**src/rtl/core/fwa_pkg.sv**
```systemverilog
`timescale 1ns / 1ps

package fwa_pkg;

    // Fixed field widths of the configuration registers and result fields.
    localparam int FRAME_LENGTH_W  = 13;
    localparam int WINDOW_LENGTH_W = 5;
    localparam int SAMPLE_W        = 32;
    localparam int ELEM_INDEX_W    = 12;

    // Reset values of the configuration registers.
    localparam logic [FRAME_LENGTH_W-1:0]  FRAME_LENGTH_RST  = 13'd4096;
    localparam logic [WINDOW_LENGTH_W-1:0] WINDOW_LENGTH_RST = 5'd10;
    localparam int                         WINDOW_RST_INT    = 10;

    // The frame count saturates here and never needs more than five bits.
    localparam int FS_MIN_W = 5;
    localparam int FS_SAT   = 31;

    // Depth of the operation queue between the front and back parts.
    localparam int QUEUE_DEPTH = 4;
    localparam int QPTR_W      = $clog2(QUEUE_DEPTH);

    // Register indexes on the configuration port.
    localparam int CFG_ADDR_W = 4;
    typedef enum logic [1:0] {
        REG_FRAME_LENGTH  = 2'd0,
        REG_WINDOW_LENGTH = 2'd1,
        REG_ROLLING_MODE  = 2'd2
    } cfg_reg_t;

    // Control flags the front part attaches to each element it hands on.
    typedef struct packed {
        logic fresh;    // overwrite the running sum instead of adding to it
        logic sub_hist; // subtract the oldest history element
        logic hist_we;  // store the element in the history
        logic emit;     // produce a result word for this element
        logic last;     // final element of the frame
    } op_ctrl_t;

endpackage

```
**src/rtl/core/fwa_front.sv**
```systemverilog
`timescale 1ns / 1ps

module fwa_front #(
    parameter int MAX_FRAME_ELEMENTS = 4096,
    parameter int MAX_WINDOW         = 16
) (
    input  logic                                          aclk,
    input  logic                                          aresetn,
    input  logic [fwa_pkg::FRAME_LENGTH_W-1:0]            frame_length,
    input  logic [fwa_pkg::WINDOW_LENGTH_W-1:0]           window_length,
    input  logic                                          rolling_mode,
    input  logic                                          s_tvalid,
    output logic                                          s_tready,
    input  logic                                          s_tuser,
    input  logic [fwa_pkg::SAMPLE_W-1:0]                  s_tdata,
    input  logic                                          q_full,
    output logic                                          q_push,
    output fwa_pkg::op_ctrl_t                             q_ctrl,
    output logic [((MAX_FRAME_ELEMENTS > 1) ? $clog2(MAX_FRAME_ELEMENTS) : 1)-1:0] q_idx,
    output logic [((MAX_WINDOW > 1) ? $clog2(MAX_WINDOW) : 1)-1:0] q_slot,
    output logic [fwa_pkg::SAMPLE_W-1:0]                  q_value
);
    import fwa_pkg::*;

    localparam int IDX_W  = (MAX_FRAME_ELEMENTS > 1) ? $clog2(MAX_FRAME_ELEMENTS) : 1;
    localparam int LEN_W  = $clog2(MAX_FRAME_ELEMENTS + 1);
    localparam int SLOT_W = (MAX_WINDOW > 1) ? $clog2(MAX_WINDOW) : 1;
    localparam int W_W    = $clog2(MAX_WINDOW + 1);
    localparam int FS_W   = (W_W > FS_MIN_W) ? W_W : FS_MIN_W;
    localparam int RST_WINDOW = (WINDOW_RST_INT > MAX_WINDOW) ? MAX_WINDOW : WINDOW_RST_INT;

    logic [IDX_W-1:0]      ec_reg, ec_next;
    logic [FS_W-1:0]       fs_reg, fs_next;
    logic [SLOT_W-1:0]     hs_reg, hs_next;
    logic [MAX_WINDOW-1:0] valid_reg, valid_next;
    logic                  fresh_reg, fresh_next;

    logic [LEN_W-1:0]  eff_len;
    logic [W_W-1:0]    eff_win;
    logic              accept;
    logic              restart;
    logic [FS_W-1:0]   fs_mid;
    logic [SLOT_W-1:0] hs_mid;
    logic              fresh_mid;
    logic              last;
    logic              emit;

    always_comb begin
        if (frame_length == '0) begin
            eff_len = LEN_W'(1);
        end else if (int'(frame_length) > MAX_FRAME_ELEMENTS) begin
            eff_len = LEN_W'(MAX_FRAME_ELEMENTS);
        end else begin
            eff_len = LEN_W'(frame_length);
        end
        if (window_length == '0) begin
            eff_win = W_W'(1);
        end else if (int'(window_length) > MAX_WINDOW) begin
            eff_win = W_W'(MAX_WINDOW);
        end else begin
            eff_win = W_W'(window_length);
        end
    end

    assign s_tready = !q_full;
    assign accept   = s_tvalid && s_tready;
    assign restart  = accept && s_tuser;

    // Frame start: wrap the history slot, clamp the count or reset it and set fresh.
    always_comb begin
        fs_mid    = fs_reg;
        hs_mid    = hs_reg;
        fresh_mid = fresh_reg;
        if (ec_reg == '0) begin
            if (rolling_mode) begin
                if (W_W'(hs_reg) >= eff_win) begin
                    hs_mid = '0;
                end
                if (fs_reg >= FS_W'(eff_win)) begin
                    fs_mid = FS_W'(eff_win) - FS_W'(1);
                end
            end else if (fs_reg >= FS_W'(eff_win)) begin
                fs_mid    = '0;
                fresh_mid = 1'b1;
            end
        end
        last = (LEN_W'(ec_reg) + LEN_W'(1)) >= eff_len;
        emit = ((FS_W + 1)'(fs_mid) + (FS_W + 1)'(1)) >= (FS_W + 1)'(eff_win);
    end

    always_comb begin
        ec_next    = ec_reg;
        fs_next    = fs_reg;
        hs_next    = hs_reg;
        valid_next = valid_reg;
        fresh_next = fresh_reg;
        if (restart) begin
            ec_next    = '0;
            fs_next    = FS_W'(eff_win);
            hs_next    = '0;
            valid_next = '0;
            fresh_next = 1'b1;
        end else if (accept) begin
            fs_next    = fs_mid;
            hs_next    = hs_mid;
            fresh_next = fresh_mid;
            if (last) begin
                ec_next    = '0;
                fresh_next = 1'b0;
                if (int'(fs_mid) < FS_SAT) begin
                    fs_next = fs_mid + FS_W'(1);
                end
                if (rolling_mode) begin
                    valid_next[hs_mid] = 1'b1;
                    if ((W_W'(hs_mid) + W_W'(1)) >= eff_win) begin
                        hs_next = '0;
                    end else begin
                        hs_next = hs_mid + SLOT_W'(1);
                    end
                end
            end else begin
                ec_next = ec_reg + IDX_W'(1);
            end
        end
    end

    always_ff @(posedge aclk) begin
        if (!aresetn) begin
            ec_reg    <= '0;
            fs_reg    <= FS_W'(RST_WINDOW);
            hs_reg    <= '0;
            valid_reg <= '0;
            fresh_reg <= 1'b1;
        end else begin
            ec_reg    <= ec_next;
            fs_reg    <= fs_next;
            hs_reg    <= hs_next;
            valid_reg <= valid_next;
            fresh_reg <= fresh_next;
        end
    end

    assign q_push           = accept && !s_tuser;
    assign q_ctrl.fresh     = fresh_mid;
    assign q_ctrl.sub_hist  = rolling_mode && valid_reg[hs_mid];
    assign q_ctrl.hist_we   = rolling_mode;
    assign q_ctrl.emit      = emit;
    assign q_ctrl.last      = last;
    assign q_idx            = ec_reg;
    assign q_slot           = hs_mid;
    assign q_value          = s_tdata;

    // A restart leaves the block at the start of a fresh frame.
    a_restart_clears: assert property (@(posedge aclk) disable iff (!aresetn)
        restart |=> (ec_reg == '0) && fresh_reg && (valid_reg == '0))
        else $error("restart did not clear the frame state");

endmodule

```
**config.mk**
```make
export PLATFORM = sky130hd
export DESIGN_NAME = fwa_front
export DESIGN_NICKNAME = d
export VERILOG_FILES = /design/src/rtl/core/fwa_pkg.sv /design/src/rtl/core/fwa_front.sv
export SDC_FILE = /design/constraint.sdc
export NUM_CORES = 1
export LEC_CHECK = 0
export BUFFER_PORTS_ARGS = -buffer_cell sky130_fd_sc_hd__buf_2
export CAP_MARGIN = 20
export CORE_MARGIN = 4
export CORE_UTILIZATION = 56
export CTS_CLUSTER_SIZE = 10
export DETAILED_ROUTE_END_ITERATION = 8
export PLACE_DENSITY = 0.95
export SETUP_SLACK_MARGIN = 0.4
export SKIP_CTS_REPAIR_TIMING = 1
export SYNTH_ARGS = -nofsm -noshare
export SYNTH_HDL_FRONTEND = slang
export SYNTH_SLANG_ARGS = --single-unit
```
**constraint.sdc**
```tcl
create_clock -name aclk -period 10.6 [get_ports aclk]
set_input_delay 0 -clock aclk [delete_from_list [all_inputs] [get_ports aclk]]
set_output_delay 0 -clock aclk [all_outputs]
set_load 0.03 [all_outputs]
```
==> out/metrics.csv <==
metric;value;unit
outcome;finished clean;
cp-end-kind;flip-flop;
clockRootBuffer;clkbuf_8;
hold_start;s_tdata[12];
async_reset_ff_share;0;%
rows;28;
largest_register_ffs;16;
portBuffers;46;
hpwl;6290;um
finalWirelength;8430;um
viasPerCell;6.25;
clock_path_buffers;2;
final_common_cell;buf_2;
drc;0;
netlist_area;3460;um2
worst_slew_pin_slew;1.05;ns
dp.cells;509;
synth_nets;542;
final_cell_area;3530;um2
grt_pass1_wl;13900;um
slew_viol_final;0;
hold_path_end;q_value[12];
overflow;0;
cts_tree;yes;
die_h;86.6;um
syn_area_per_cell;7.75;um2
leakagePower;1.60;nW
p_per_area;99.6;nW/um2
wire_per_inst;16.3;um
fin_crit;4.33;ns
drv_cap;0;
start_util;58.0;%
grt_pass1_vias;2975;
synth_top_area_share;22.0;%
via_count;3236;
syn_inst;446;
grt_max_degree;34;
drive_gt1_share;16.3;%
multi_input_area;2250;um2
ys_seq_elements;38;
ir_drop;0.0937;mV
drtPass1Iterations;5;
setup_tns;0;ns
grt_use_total;22.6;%
clock_skew;0.00307;ns
stdcell_count;518;
ios;111;
seqCellArea;761;um2
synth_seq_area_share;22.0;%
gp_congestion;0.943;
critPathMaxFanout;11;
timing.critical_path.from_type;flip-flop;
yosysTopAreaCell;dfxtp_1;
die_w;86.6;um
slew_headroom;29.8;%
criticalPathCategory;flip-flop to flip-flop;
finalSetupViolCount;0;
placed_cell_area;3410;um2
total_power;0.000352;W
area_growth;2.17;%
nNetsFinal;538;
die_area;7490;um2
rsz0062_at_grt;no;
cp.required;10.82;ns
crit_arrival;4.55;ns
antenna_cells;0;
fin_crit_sh;40.8;%
fmaxAchievable;231;MHz
layout_common_cells;buf_2, nand2_1, ha_1;
reg2reg_to;hs_reg[2];
cts.clk_slew.worst_paths;0.08;ns
drtIter0Drc;294;
nFillCells;537;
clock-sinks;38;
r2r_start;hs_reg[0];
ys.warnings.count;0;
antenna_found_initial;0;
hold_path_class;primary input to primary output;
antenna_left;0;
synth_edf_count;0;
numCtsBuffers;5;
insertion_delay;0.29;ns
r2r_slack;6.27;ns
cts-htree-levels;2;
synth_cell_types;55;
core_area;5960;um2
hold_viol_final;0;
worstRegToRegCells;17;
holdPathStages;0;
synth_ff_type;dfxtp_1;
yosys-top-cells-area;dfxtp_1, ha_1, buf_4, nand2_1, a21oi_1;
through the flow:
step	utilization, %	worst slack, ns	hold slack [ns]
5_1_grt	59.3	5.97	0.0000434
3_5_place_dp	57.3	6.34	0.000205
6_report	59.3	6.27	0.0000116
4_1_cts	59.1	6.30	-0.0265
3_3_place_gp	57.3	6.51	0.000205
2_1_floorplan	-	6.22	0.112
kinds of logic after synthesis:
logic type / Yosys count / synth area share (%)
and+or+nand+nor: 161 / 24.1
buffers and inverters: 77 / 13.0
adders and majority gates: 40 / 14.5
AOI/OAI and AO/OA: 103 / 18.1
muxes: 11 / 4.23
DFF: 38 / 22.0
xor gates and xnor gates: 16 / 4.05
worst max-delay path by stage:
stage	start	endpoint	slack, ns	cells after the start
after floorplan	hs_reg[0]	hs_reg[2]	6.22	20
after global placement	window_length[2]	hs_reg[2]	6.51	20
after detailed placement	window_length[2]	hs_reg[2]	6.34	20
after CTS	hs_reg[0]	hs_reg[2]	6.30	17
after global routing	hs_reg[0]	hs_reg[2]	5.97	17
final	hs_reg[0]	hs_reg[2]	6.27	17
metal layers:
layer | track usage, % | share of wire [%] | vias to the layer above
met5 | 0 | 0 | -
li1 | - | - | 1542
met1 | 28.7 | 42 | 1532
met3 | 4.66 | 8.6 | 26
met4 | 6.80 | 1.8 | 0
met2 | 38.5 | 48 | 136
critical path, stage by stage (launching register included):
cell and delay (ns):
dfxtp_1 0.62, inv_1 0.16, ha_1 0.32, nand2b_1 0.14
a21o_1 0.17, a21o_1 0.16, a21oi_1 0.24, nor2_1 0.23
nor2_1 0.29, ha_1 0.38, xor2_1 0.18, ha_1 0.24
nor2b_1 0.12, o21ai_0 0.15, o2bb2ai_1 0.17, nand3_1 0.15
or3b_1 0.37, a31oi_1 0.16
area by class of cell:
class	instances	share of cell area, %
well taps	75	2.66
clock inverters	3	1.13
flip-flops and latches	38	21.5
clock buffers	5	1.95
repair buffers	48	7.01
inverters	18	1.98
multi-input cells	331	63.7
cell usage after synthesis (all sizes together) (11+ instances only):
library cell  count
nor2             37
buf              43
a21oi            31
clkbuf           16
inv              18
o21ai            25
a31oi            16
nand3            15
nand2            42
dfxtp            38
nor4             11
ha               40
power breakdown:
part | leakage [nW] | internal [W] | switching [W]
registers | 0.307 | 0.000145 | 0.00000298
clock network | 0.0579 | 0.0000693 | 0.0000526
logic | 1.23 | 0.0000321 | 0.0000503
(Power assumes the default switching activity.)
