<file path="src/rtl/core/fwa_pkg.sv">
`timescale 1ns / 1ps

package fwa_pkg;

    // Fixed field widths of the configuration registers and result fields.
    localparam int FRAME_LENGTH_W  = 13;
    localparam int WINDOW_LENGTH_W = 5;
    localparam int SAMPLE_W        = 32;
    localparam int ELEM_INDEX_W    = 12;

    // Reset values of the configuration registers.
    localparam logic [FRAME_LENGTH_W-1:0]  FRAME_LENGTH_RST  = 13'd4096;
    localparam logic [WINDOW_LENGTH_W-1:0] WINDOW_LENGTH_RST = 5'd10;
    localparam int                         WINDOW_RST_INT    = 10;

    // The frame count saturates here and never needs more than five bits.
    localparam int FS_MIN_W = 5;
    localparam int FS_SAT   = 31;

    // Depth of the operation queue between the front and back parts.
    localparam int QUEUE_DEPTH = 4;
    localparam int QPTR_W      = $clog2(QUEUE_DEPTH);

    // Register indexes on the configuration port.
    localparam int CFG_ADDR_W = 4;
    typedef enum logic [1:0] {
        REG_FRAME_LENGTH  = 2'd0,
        REG_WINDOW_LENGTH = 2'd1,
        REG_ROLLING_MODE  = 2'd2
    } cfg_reg_t;

    // Control flags the front part attaches to each element it hands on.
    typedef struct packed {
        logic fresh;    // overwrite the running sum instead of adding to it
        logic sub_hist; // subtract the oldest history element
        logic hist_we;  // store the element in the history
        logic emit;     // produce a result word for this element
        logic last;     // final element of the frame
    } op_ctrl_t;

endpackage

</file>
<file path="src/rtl/core/fwa_queue.sv">
`timescale 1ns / 1ps

module fwa_queue #(
    parameter int IDX_W  = 12,
    parameter int SLOT_W = 4
) (
    input  logic                          aclk,
    input  logic                          aresetn,
    input  logic                          in_push,
    input  fwa_pkg::op_ctrl_t             in_ctrl,
    input  logic [IDX_W-1:0]              in_idx,
    input  logic [SLOT_W-1:0]             in_slot,
    input  logic [fwa_pkg::SAMPLE_W-1:0]  in_value,
    output logic                          full,
    output logic                          out_valid,
    input  logic                          out_pop,
    output fwa_pkg::op_ctrl_t             out_ctrl,
    output logic [IDX_W-1:0]              out_idx,
    output logic [SLOT_W-1:0]             out_slot,
    output logic [fwa_pkg::SAMPLE_W-1:0]  out_value
);
    import fwa_pkg::*;

    localparam int CNT_W = $clog2(QUEUE_DEPTH + 1);

    op_ctrl_t            ctrl_reg  [QUEUE_DEPTH];
    logic [IDX_W-1:0]    idx_reg   [QUEUE_DEPTH];
    logic [SLOT_W-1:0]   slot_reg  [QUEUE_DEPTH];
    logic [SAMPLE_W-1:0] value_reg [QUEUE_DEPTH];

    logic [QPTR_W-1:0] wr_ptr_reg, wr_ptr_next;
    logic [QPTR_W-1:0] rd_ptr_reg, rd_ptr_next;
    logic [CNT_W-1:0]  count_reg, count_next;
    logic              do_push;
    logic              do_pop;

    assign full      = (count_reg == CNT_W'(QUEUE_DEPTH));
    assign out_valid = (count_reg != '0);
    assign do_push   = in_push && !full;
    assign do_pop    = out_pop && out_valid;

    always_comb begin
        wr_ptr_next = do_push ? wr_ptr_reg + QPTR_W'(1) : wr_ptr_reg;
        rd_ptr_next = do_pop ? rd_ptr_reg + QPTR_W'(1) : rd_ptr_reg;
        count_next  = count_reg;
        if (do_push && !do_pop) begin
            count_next = count_reg + CNT_W'(1);
        end else if (do_pop && !do_push) begin
            count_next = count_reg - CNT_W'(1);
        end
    end

    always_ff @(posedge aclk) begin
        if (!aresetn) begin
            wr_ptr_reg <= '0;
            rd_ptr_reg <= '0;
            count_reg  <= '0;
        end else begin
            wr_ptr_reg <= wr_ptr_next;
            rd_ptr_reg <= rd_ptr_next;
            count_reg  <= count_next;
        end
    end

    always_ff @(posedge aclk) begin
        if (do_push) begin
            ctrl_reg[wr_ptr_reg]  <= in_ctrl;
            idx_reg[wr_ptr_reg]   <= in_idx;
            slot_reg[wr_ptr_reg]  <= in_slot;
            value_reg[wr_ptr_reg] <= in_value;
        end
    end

    assign out_ctrl  = ctrl_reg[rd_ptr_reg];
    assign out_idx   = idx_reg[rd_ptr_reg];
    assign out_slot  = slot_reg[rd_ptr_reg];
    assign out_value = value_reg[rd_ptr_reg];

    // The front part must never offer an element when the queue is full.
    a_no_overflow: assert property (@(posedge aclk) disable iff (!aresetn)
        in_push |-> !full)
        else $error("element pushed into a full queue");

    a_count_tracks: assert property (@(posedge aclk) disable iff (!aresetn)
        (do_push && !do_pop) |=> (count_reg == $past(count_reg) + CNT_W'(1)))
        else $error("queue count lost a push");

endmodule

</file>
<file path="config.mk">
export PLATFORM = sky130hd
export DESIGN_NAME = fwa_queue
export DESIGN_NICKNAME = d
export VERILOG_FILES = /design/src/rtl/core/fwa_pkg.sv /design/src/rtl/core/fwa_queue.sv
export SDC_FILE = /design/constraint.sdc
export NUM_CORES = 1
export LEC_CHECK = 0
export BUFFER_PORTS_ARGS = -buffer_cell sky130_fd_sc_hd__buf_2
export CORE_MARGIN = 1
export CORE_UTILIZATION = 35
export CTS_CLUSTER_DIAMETER = 120
export DETAILED_ROUTE_END_ITERATION = 7
export PLACE_DENSITY = 0.49
export SYNTH_ARGS = -nofsm -noshare
export SYNTH_HDL_FRONTEND = slang
export SYNTH_SLANG_ARGS = --single-unit
</file>
<file path="constraint.sdc">
create_clock -name aclk -period 3.25 [get_ports aclk]
set_input_delay 0.4875 -clock aclk [delete_from_list [all_inputs] [get_ports aclk]]
set_output_delay 0.4875 -clock aclk [all_outputs]
set_load 0.01 [all_outputs]
</file>
==> summary.md, run 1 <==
| Metric | Value |
|---|---|
| Drc violations | `0` |
| R2R Path Start | `count_reg[0]$_SDFFE_PN0P_` |
| Hold buffer count at CTS | `0` |
| Die area | `24000 um2` |
| Worst R2R Path Depth | `8` |
| Hold Crit Class | `input pin to register` |
| Drt wl/cell | `19.7 um` |
| RSZ-0062 raised after global routing | `false` |
| Xor and xnor fraction of the mapped netlist area | `less than 1%` |
| Cts bufs inserted | `24` |
| Yosys cell types | `22` |
| Slew @ Worst Pin | `862 ps` |
| Cell Int Power | `0.00588 W` |
| Final setup vio count | `0` |
| TritonCTS clock tree | `built` |
| Crit Path Category | `register to output pin` |
| Yosys warns | `0` |
| Largest net degree at the start of global routing | `54` |
| Startpoint types | `register` |
| I/O Buffers | `111` |
| Post-synthesis sequential area ratio | `80.0%` |
| Maxcap violations | `0` |
| DPL Wire Length | `9030 um` |
| CTS H-tree depth | `1` |
| Post-Synthesis Cell Area | `approximately 8000 um2` |
| CP Max Fanout | `22` |
| Compound-Gate Fraction of Synth Area | `less than 1%` |
| Largest family of logic cells by synthesized area | `multiplexers` |
| Clock tree buffer depth | `3` |
| Largest register FFs | `128` |
| Clock group share of total power | `between 30% and 40%` |
| Starting Density | `35.9%` |
| CTS clock-pin slew for the worst setup and hold paths | `60 ps` |
| GP Congestion | `0.690` |
| Post-Route WL | `15500 um` |
| Run status | `completed` |
| DRT met1 WL | `6370 um` |
| R2r endpoint | `count_reg[2]$_SDFFE_PN0P_` |
| Worst Setup End Kind | `output pin` |
| Starting DRC count in detailed routing | `around 220` |
| Resized cells post-CTS | `0` |
| GRT overflow | `0` |
| Nets@finish | `517` |
| Synth Area in Simple Gates | `1.25%` |
| Met2 routed WL | `7870 um` |
| F_max | `371 MHz` |
| Switch share | `between 20% and 30%` |
| Sequential share of power | `46.3%` |
| P&R area growth vs syn | `20.6%` |
| First-pass GRT wire length | `approximately 24000 um` |
| Core area | `22800 um2` |
| Post-layout util | `43.3%` |
| Power Dens Cells | `between 800 and 900 nW/um2` |
| Die height | `155 um` |
| Post-route design area | `~9900 um2` |
| Post-synthesis adder-cell area fraction | `1.01%` |
| Req. time, crit path | `2760 ps` |
| Vias in the first global route | `4134` |
| Synthesized flop and latch total | `~220` |
| Period utilization | `82.9%` |
| Fraction of layout instances using a drive strength above 1 | `a little under half` |
| Setup Buffers After CTS | `0` |
| VDD IR max | `~0.37 mV` |
| Drt first pass iters | `4` |
| Synth Area per Inst | `roughly 25 um2` |
| Part of the power in combinational logic | `between 20% and 30%` |
| Mux cell area share after synthesis | `15.0%` |
| Top_reg_cell synth | `edfxtp_1` |
| Post-synth EDFFs | `212` |
| Hold wc startpoint | `in_value[5]` |
| Post-synth net total | `388` |
| Clk_skew | `5.39 ps` |
| Minimum clock period | `2700 ps` |
| Hold endpoint | `value_reg[2][5]$_DFFE_PP_` |
| Net load switching power | `0.00206 W` |
| Cells after Synth | `approximately 330` |
| CTS Root Cell | `clkbuf_16` |
| # clock sinks | `221` |
| Die width | `155 um` |
| Clock Latency Late Sink | `500 ps` |
| Pins over their slew limit | `0` |
| WHS | `198 ps` |
| Slew HR | `42.5%` |
| GRT Total Usage | `13.6%` |
| Top sig layer | `met5` |
| P_leak | `3.30 nW` |
| Post-route ant nets | `0` |
| Sum Neg Setup Slack | `0 ps` |
| Critical Path AT | `2210 ps` |
| Final Hold Fails | `0` |
| Post-synth ARST share | `0%` |
| Via count | `around 3700` |
| R2R Setup Slk | `780 ps` |
| DR vias/cell | `about 4.7` |
| Met3 routed WL | `979 um` |
| I/O pins | `~110` |
| Hold path depth | `1` |
| Dpl cell area | `about 9000 um2` |
| Rows | `55` |
| Antenna violations before repair | `3` |
[worst max-delay path, stage by stage (launching register included)]
cell and delay (ps):
dfxtp_4 650, buf_4 350, mux4_2 550, buf_2 160
[cell usage after synthesis (3+ instances only)]
cell type | instances | area share [%]
and2_1 | 8 | 0.61
mux4_2 | 53 | 15
buf_2 | 6 | 0.37
ha_1 | 5 | 0.76
inv_1 | 3 | 0.14
mux2i_1 | 3 | 0.37
nand2_1 | 4 | 0.18
xnor2_1 | 3 | 0.32
buf_12 | 5 | 1.2
dfxtp_1 | 9 | 2.2
edfxtp_1 | 212 | 78
[metal layers]
layer	up-vias	GRT usage, %
met1	1950	16.6
li1	1633	-
met3	31	3.76
met4	4	3.72
met5	-	0
met2	91	23.5
[power by group through the flow]
stage | Clock (W) | Combinational [W] | Sequential (W)
2_1_floorplan | 0 | 0.00128 | 0.00359
3_3_place_gp | 0 | 0.00171 | 0.00373
3_5_place_dp | 0 | 0.00172 | 0.00375
4_1_cts | 0.00267 | 0.00173 | 0.00369
5_1_grt | 0.00278 | 0.00183 | 0.00373
6_report | 0.00259 | 0.00167 | 0.00368
[layout by cell type, fill, tap and decap left out]
| cell type | n |
|---|---|
| o311ai_1 | 1 |
| bufinv_16 | 2 |
| buf_2 | 111 |
| nor3b_2 | 1 |
| a21boi_0 | 1 |
| xor2_1 | 1 |
| nand2_1 | 4 |
| nor2b_1 | 2 |
| xnor2_1 | 3 |
| dfxtp_1 | 7 |
| and2_4 | 4 |
| buf_4 | 1 |
| mux2i_1 | 3 |
| o31ai_2 | 1 |
| ha_1 | 5 |
| edfxtp_1 | 212 |
| and2_1 | 4 |
| clkbuf_1 | 1 |
| inv_1 | 3 |
| dfxtp_4 | 2 |
| or3_1 | 2 |
| o21ai_0 | 1 |
| diode_2 | 1 |
| fa_1 | 1 |
| clkinvlp_4 | 1 |
| clkinv_1 | 7 |
| buf_12 | 5 |
| mux4_2 | 53 |
| clkbuf_16 | 25 |
| clkinv_2 | 8 |
[cell families after synthesis]
kind of cell,Yosys count
flops,221
fa+ha+maj,6
simple gates,17
mux,56
buf+inv,17
xor+xnor,4
compound gates,4
[through the flow]
stage | worst slack [ps] | power (W) | std cells
floorplan | 737 | 0.00487 | 325
global placement | 879 | 0.00544 | 741
detailed placement | 734 | 0.00547 | 741
CTS | 447 | 0.00809 | 785
global route | 368 | 0.00833 | 785
finish | 554 | 0.00794 | 786
[area by class of cell]
class / count / area [um2]
flip-flops and latches: 221 / 6550
inverters: 3 / 11.3
clock buffers: 26 / 629
well taps: 313 / 392
clock inverters: 18 / 134
multi-input cells: 87 / 1490
fillers: 1984 / 12900
diodes: 1 / 2.50
repair buffers: 117 / 663
[worst max path at each step]
stage	start	endpoint	slack (ps)	cells after the start
3_5_place_dp	in_push	count_reg[2]$_SDFFE_PN0P_	730	8
2_1_floorplan	count_reg[0]$_SDFFE_PN0P_	ctrl_reg[0][0]$_DFFE_PP_	740	4
6_report	register	out_value[5]	550	3
5_1_grt	register	out_value[5]	370	3
3_3_place_gp	in_push	count_reg[2]$_SDFFE_PN0P_	880	8
4_1_cts	register	out_value[5]	450	3
Power figures use the tool's default switching activity.
==> inputs of run 2 (changes only) <==
ABC_AREA = 1   (was not set)
clock period = 2.8 ns   (was 3.25 ns; I/O delays follow)
==> run 2 against run 1 <==
Clock power increased by 18%. Die area increased by 4.0%. Flip-flop and latch count unchanged. Global-route usage increased by 1.2 points. Critical endpoint is now out_value[15]. Largest cell class unchanged.
==> summary.md, run 2 <==
| Metric | Value |
|---|---|
| Hold Crit Class | `input pin to register` |
| Die area | `25000 um2` |
| # clock sinks | `221` |
| I/O Buffers | `about 110` |
| Critical Path AT | `approximately 2100 ps` |
| Footprint of the multi-input gates | `1710 um2` |
| Drt first pass iters | `4` |
| Top_reg_cell synth | `edfxtp_1` |
| Slew HR | `between 60 and 70%` |
| Starting DRC count in detailed routing | `308` |
| P&R area growth vs syn | `20.1%` |
| CTS Root Cell | `clkbuf_16` |
| Post-synthesis sequential area ratio | `76.8%` |
| First-pass GRT wire length | `27700 um` |
| Synth top area share | `74.7%` |
| Cts bufs inserted | `24` |
| Cell with the most instances after synthesis | `edfxtp_1` |
| DR vias/cell | `4.81` |
| CTS H-tree depth | `1` |
| Compound-Gate Fraction of Synth Area | `11.8%` |
| Most frequent cells in the layout | `edfxtp_1 (212), buf_2 (111), o21ai_0 (97)` |
| Run status | `completed` |
| F_max | `396 MHz` |
| Post-synth net total | `645` |
| Mux cell area share after synthesis | `0%` |
| Post-synthesis adder-cell area fraction | `0.969%` |
| Minimum clock period | `2520 ps` |
| Largest family of logic cells by synthesized area | `compound AO/OA/AOI/OAI gates` |
| Post-synth EDFFs | `212` |
| Hold buffer count at CTS | `0` |
| Clock Latency Late Sink | `510 ps` |
| Antenna cells | `0` |
| Maxcap violations | `0` |
| Startpoint types | `register` |
| Die width | `around 160 um` |
| CTS clock-pin slew for the worst setup and hold paths | `60 ps` |
| Drt wl/cell | `17.5 um` |
| Most common cell after layout, fill and taps aside | `edfxtp_1` |
| DP Worst Slack | `632 ps` |
| DPL Wire Length | `10200 um` |
| Die height | `158 um` |
| Post-route ant nets | `0` |
| Clk_skew | `12.7 ps` |
| Antenna violations before repair | `3` |
| Synthesized flop and latch total | `221` |
| Yosys warns | `0` |
| Largest net degree at the start of global routing | `59` |
| Fraction of layout instances using a drive strength above 1 | `29.1%` |
| Layout fillers | `2182` |
| Cell accounting for the most synthesized area | `edfxtp_1` |
| Rows | `56` |
| Final WS setup | `276 ps` |
| TritonCTS clock tree | `built` |
| Vias in the first global route | `5010` |
| Largest register FFs | `128` |
| Final Hold Fails | `0` |
| Resized cells post-CTS | `0` |
| Via count | `4980` |
| Starting Density | `36.0%` |
| Post-Synthesis Cell Area | `around 8500 um2` |
| I/O pins | `112` |
| Synth Area per Inst | `14.6 um2` |
| Pins over their slew limit | `0` |
| GP Congestion | `~0.7` |
| GRT Total Usage | `14.7%` |
| Req. time, crit path | `2380 ps` |
| Yosys cell types | `23` |
| Register area | `6550 um2` |
| CP max stage cell | `dfxtp_4` |
| Final setup vio count | `0` |
| P_leak | `3.57 nW` |
| Worst Setup End Kind | `output pin` |
| CP Max Fanout | `40` |
| Cells along the critical path | `buf_4 > o21ai_0 > o22ai_1 > buf_2` |
| Period utilization | `90.2%` |
| Nets@finish | `761` |
| Pwr Total | `0.00945 W` |
| Ranking of synthesized cells by area | `edfxtp_1 (75%), o21ai_0 (5.7%), nor2_1 (4.4%), o22ai_2 (2.9%), o22ai_1 (2.4%)` |
| Xor and xnor fraction of the mapped netlist area | `0.103%` |
| Drc violations | `0` |
| Slowest stage delay, CP | `500 ps` |
| GRT overflow | `0` |
| Top cells by count, synth | `edfxtp_1 (212), nor2_1 (100), o21ai_0 (97)` |
| Setup Buffers After CTS | `0` |
| Post-Route WL | `18200 um` |
| VDD IR max | `around 0.57 mV` |
| Crit Path Category | `register to output pin` |
| Power Dens Cells | `between 900 and 1000 nW/um2` |
| Synth Area in Simple Gates | `about 6.9%` |
| RSZ-0062 raised after global routing | `false` |
| Slew @ Worst Pin | `467 ps` |
| Core area | `23700 um2` |
| Post-synth ARST share | `0%` |
| Cells after Synth | `582` |
| Clock tree buffer depth | `3` |
## run 2: changes by cell type after synthesis, sizes merged, moves of 7 or more
cell    previous run  this run
buf               12        25
nor2               0       120
nand2              4        15
inv                3        17
and2               8         0
mux4              53         0
o21ai              1       107
clkbuf             2         9
o22ai              0        53
## run 2: stage by stage
stage          hold slack, ps  instances  cell area [um2]  utilization (%)  setup TNS (ps)
4_1_cts                  95.2       1035            10200             43.2               0
3_5_place_dp              487        991             9450             39.9               0
6_report                  120       1035            10200             43.2               0
3_3_place_gp              478        991             9450             39.9               0
2_1_floorplan             465        582             8520                -         -115600
5_1_grt                   104       1035            10200             43.2               0
## run 2: where the power goes
part	internal, W	switching [W]	total (W)
Clock	0.00184	0.00121	0.00306
Sequential	0.00402	0.000125	0.00415
Combinational	0.000776	0.00147	0.00225
Total	0.00664	0.00280	0.00945
## run 2: layer usage
layer / vias to the layer above / track usage [%] / part of all wire (%)
met3: 32 / 3.09 / 5.1
met5: - / 0 / 0.23
li1: 2393 / - / -
met1: 2444 / 19.1 / 44
met2: 105 / 24.7 / 49
met4: 6 / 4.35 / 2.0
## run 2: final cells by class
| type | count | area share, % |
|---|---|---|
| multi-input combinational | 310 | 16.7 |
| clock inverter | 11 | 1.14 |
| sequential | 221 | 64.0 |
| tap | 319 | 3.90 |
| clock buffer | 33 | 6.50 |
| inverter | 17 | 0.673 |
| timing repair buffer | 124 | 7.00 |
## run 2: logic make-up (layout without fill, tap and decap cells)
group                      after synthesis  in the layout
and+or+nand+nor                        140            140
buffers and inverters                   51            185
adders and majority gates                6              6
DFF                                    221            221
AOI/OAI and AO/OA                      163            163
xor gates and xnor gates                 1              1
## run 2: critical path: cells and delay by family (launching register included)
family | cells | cell delay, ps
buffers and inverters | 2 | 630
AO/OA/AOI/OAI | 2 | 450
flip-flops | 1 | 500
## run 2: worst paths after layout
kind	startpoint	cells after the start	slack, ps	end
setup / recovery	register	4	280	out_value[15]
hold / removal	in_idx[7]	1	120	idx_reg[3][7]$_DFFE_PP_
hold reg to reg	rd_ptr_reg[1]$_SDFFE_PN0P_	2	500	register
setup reg to reg	count_reg[0]$_SDFFE_PN0P_	9	640	count_reg[1]$_SDFFE_PN0P_
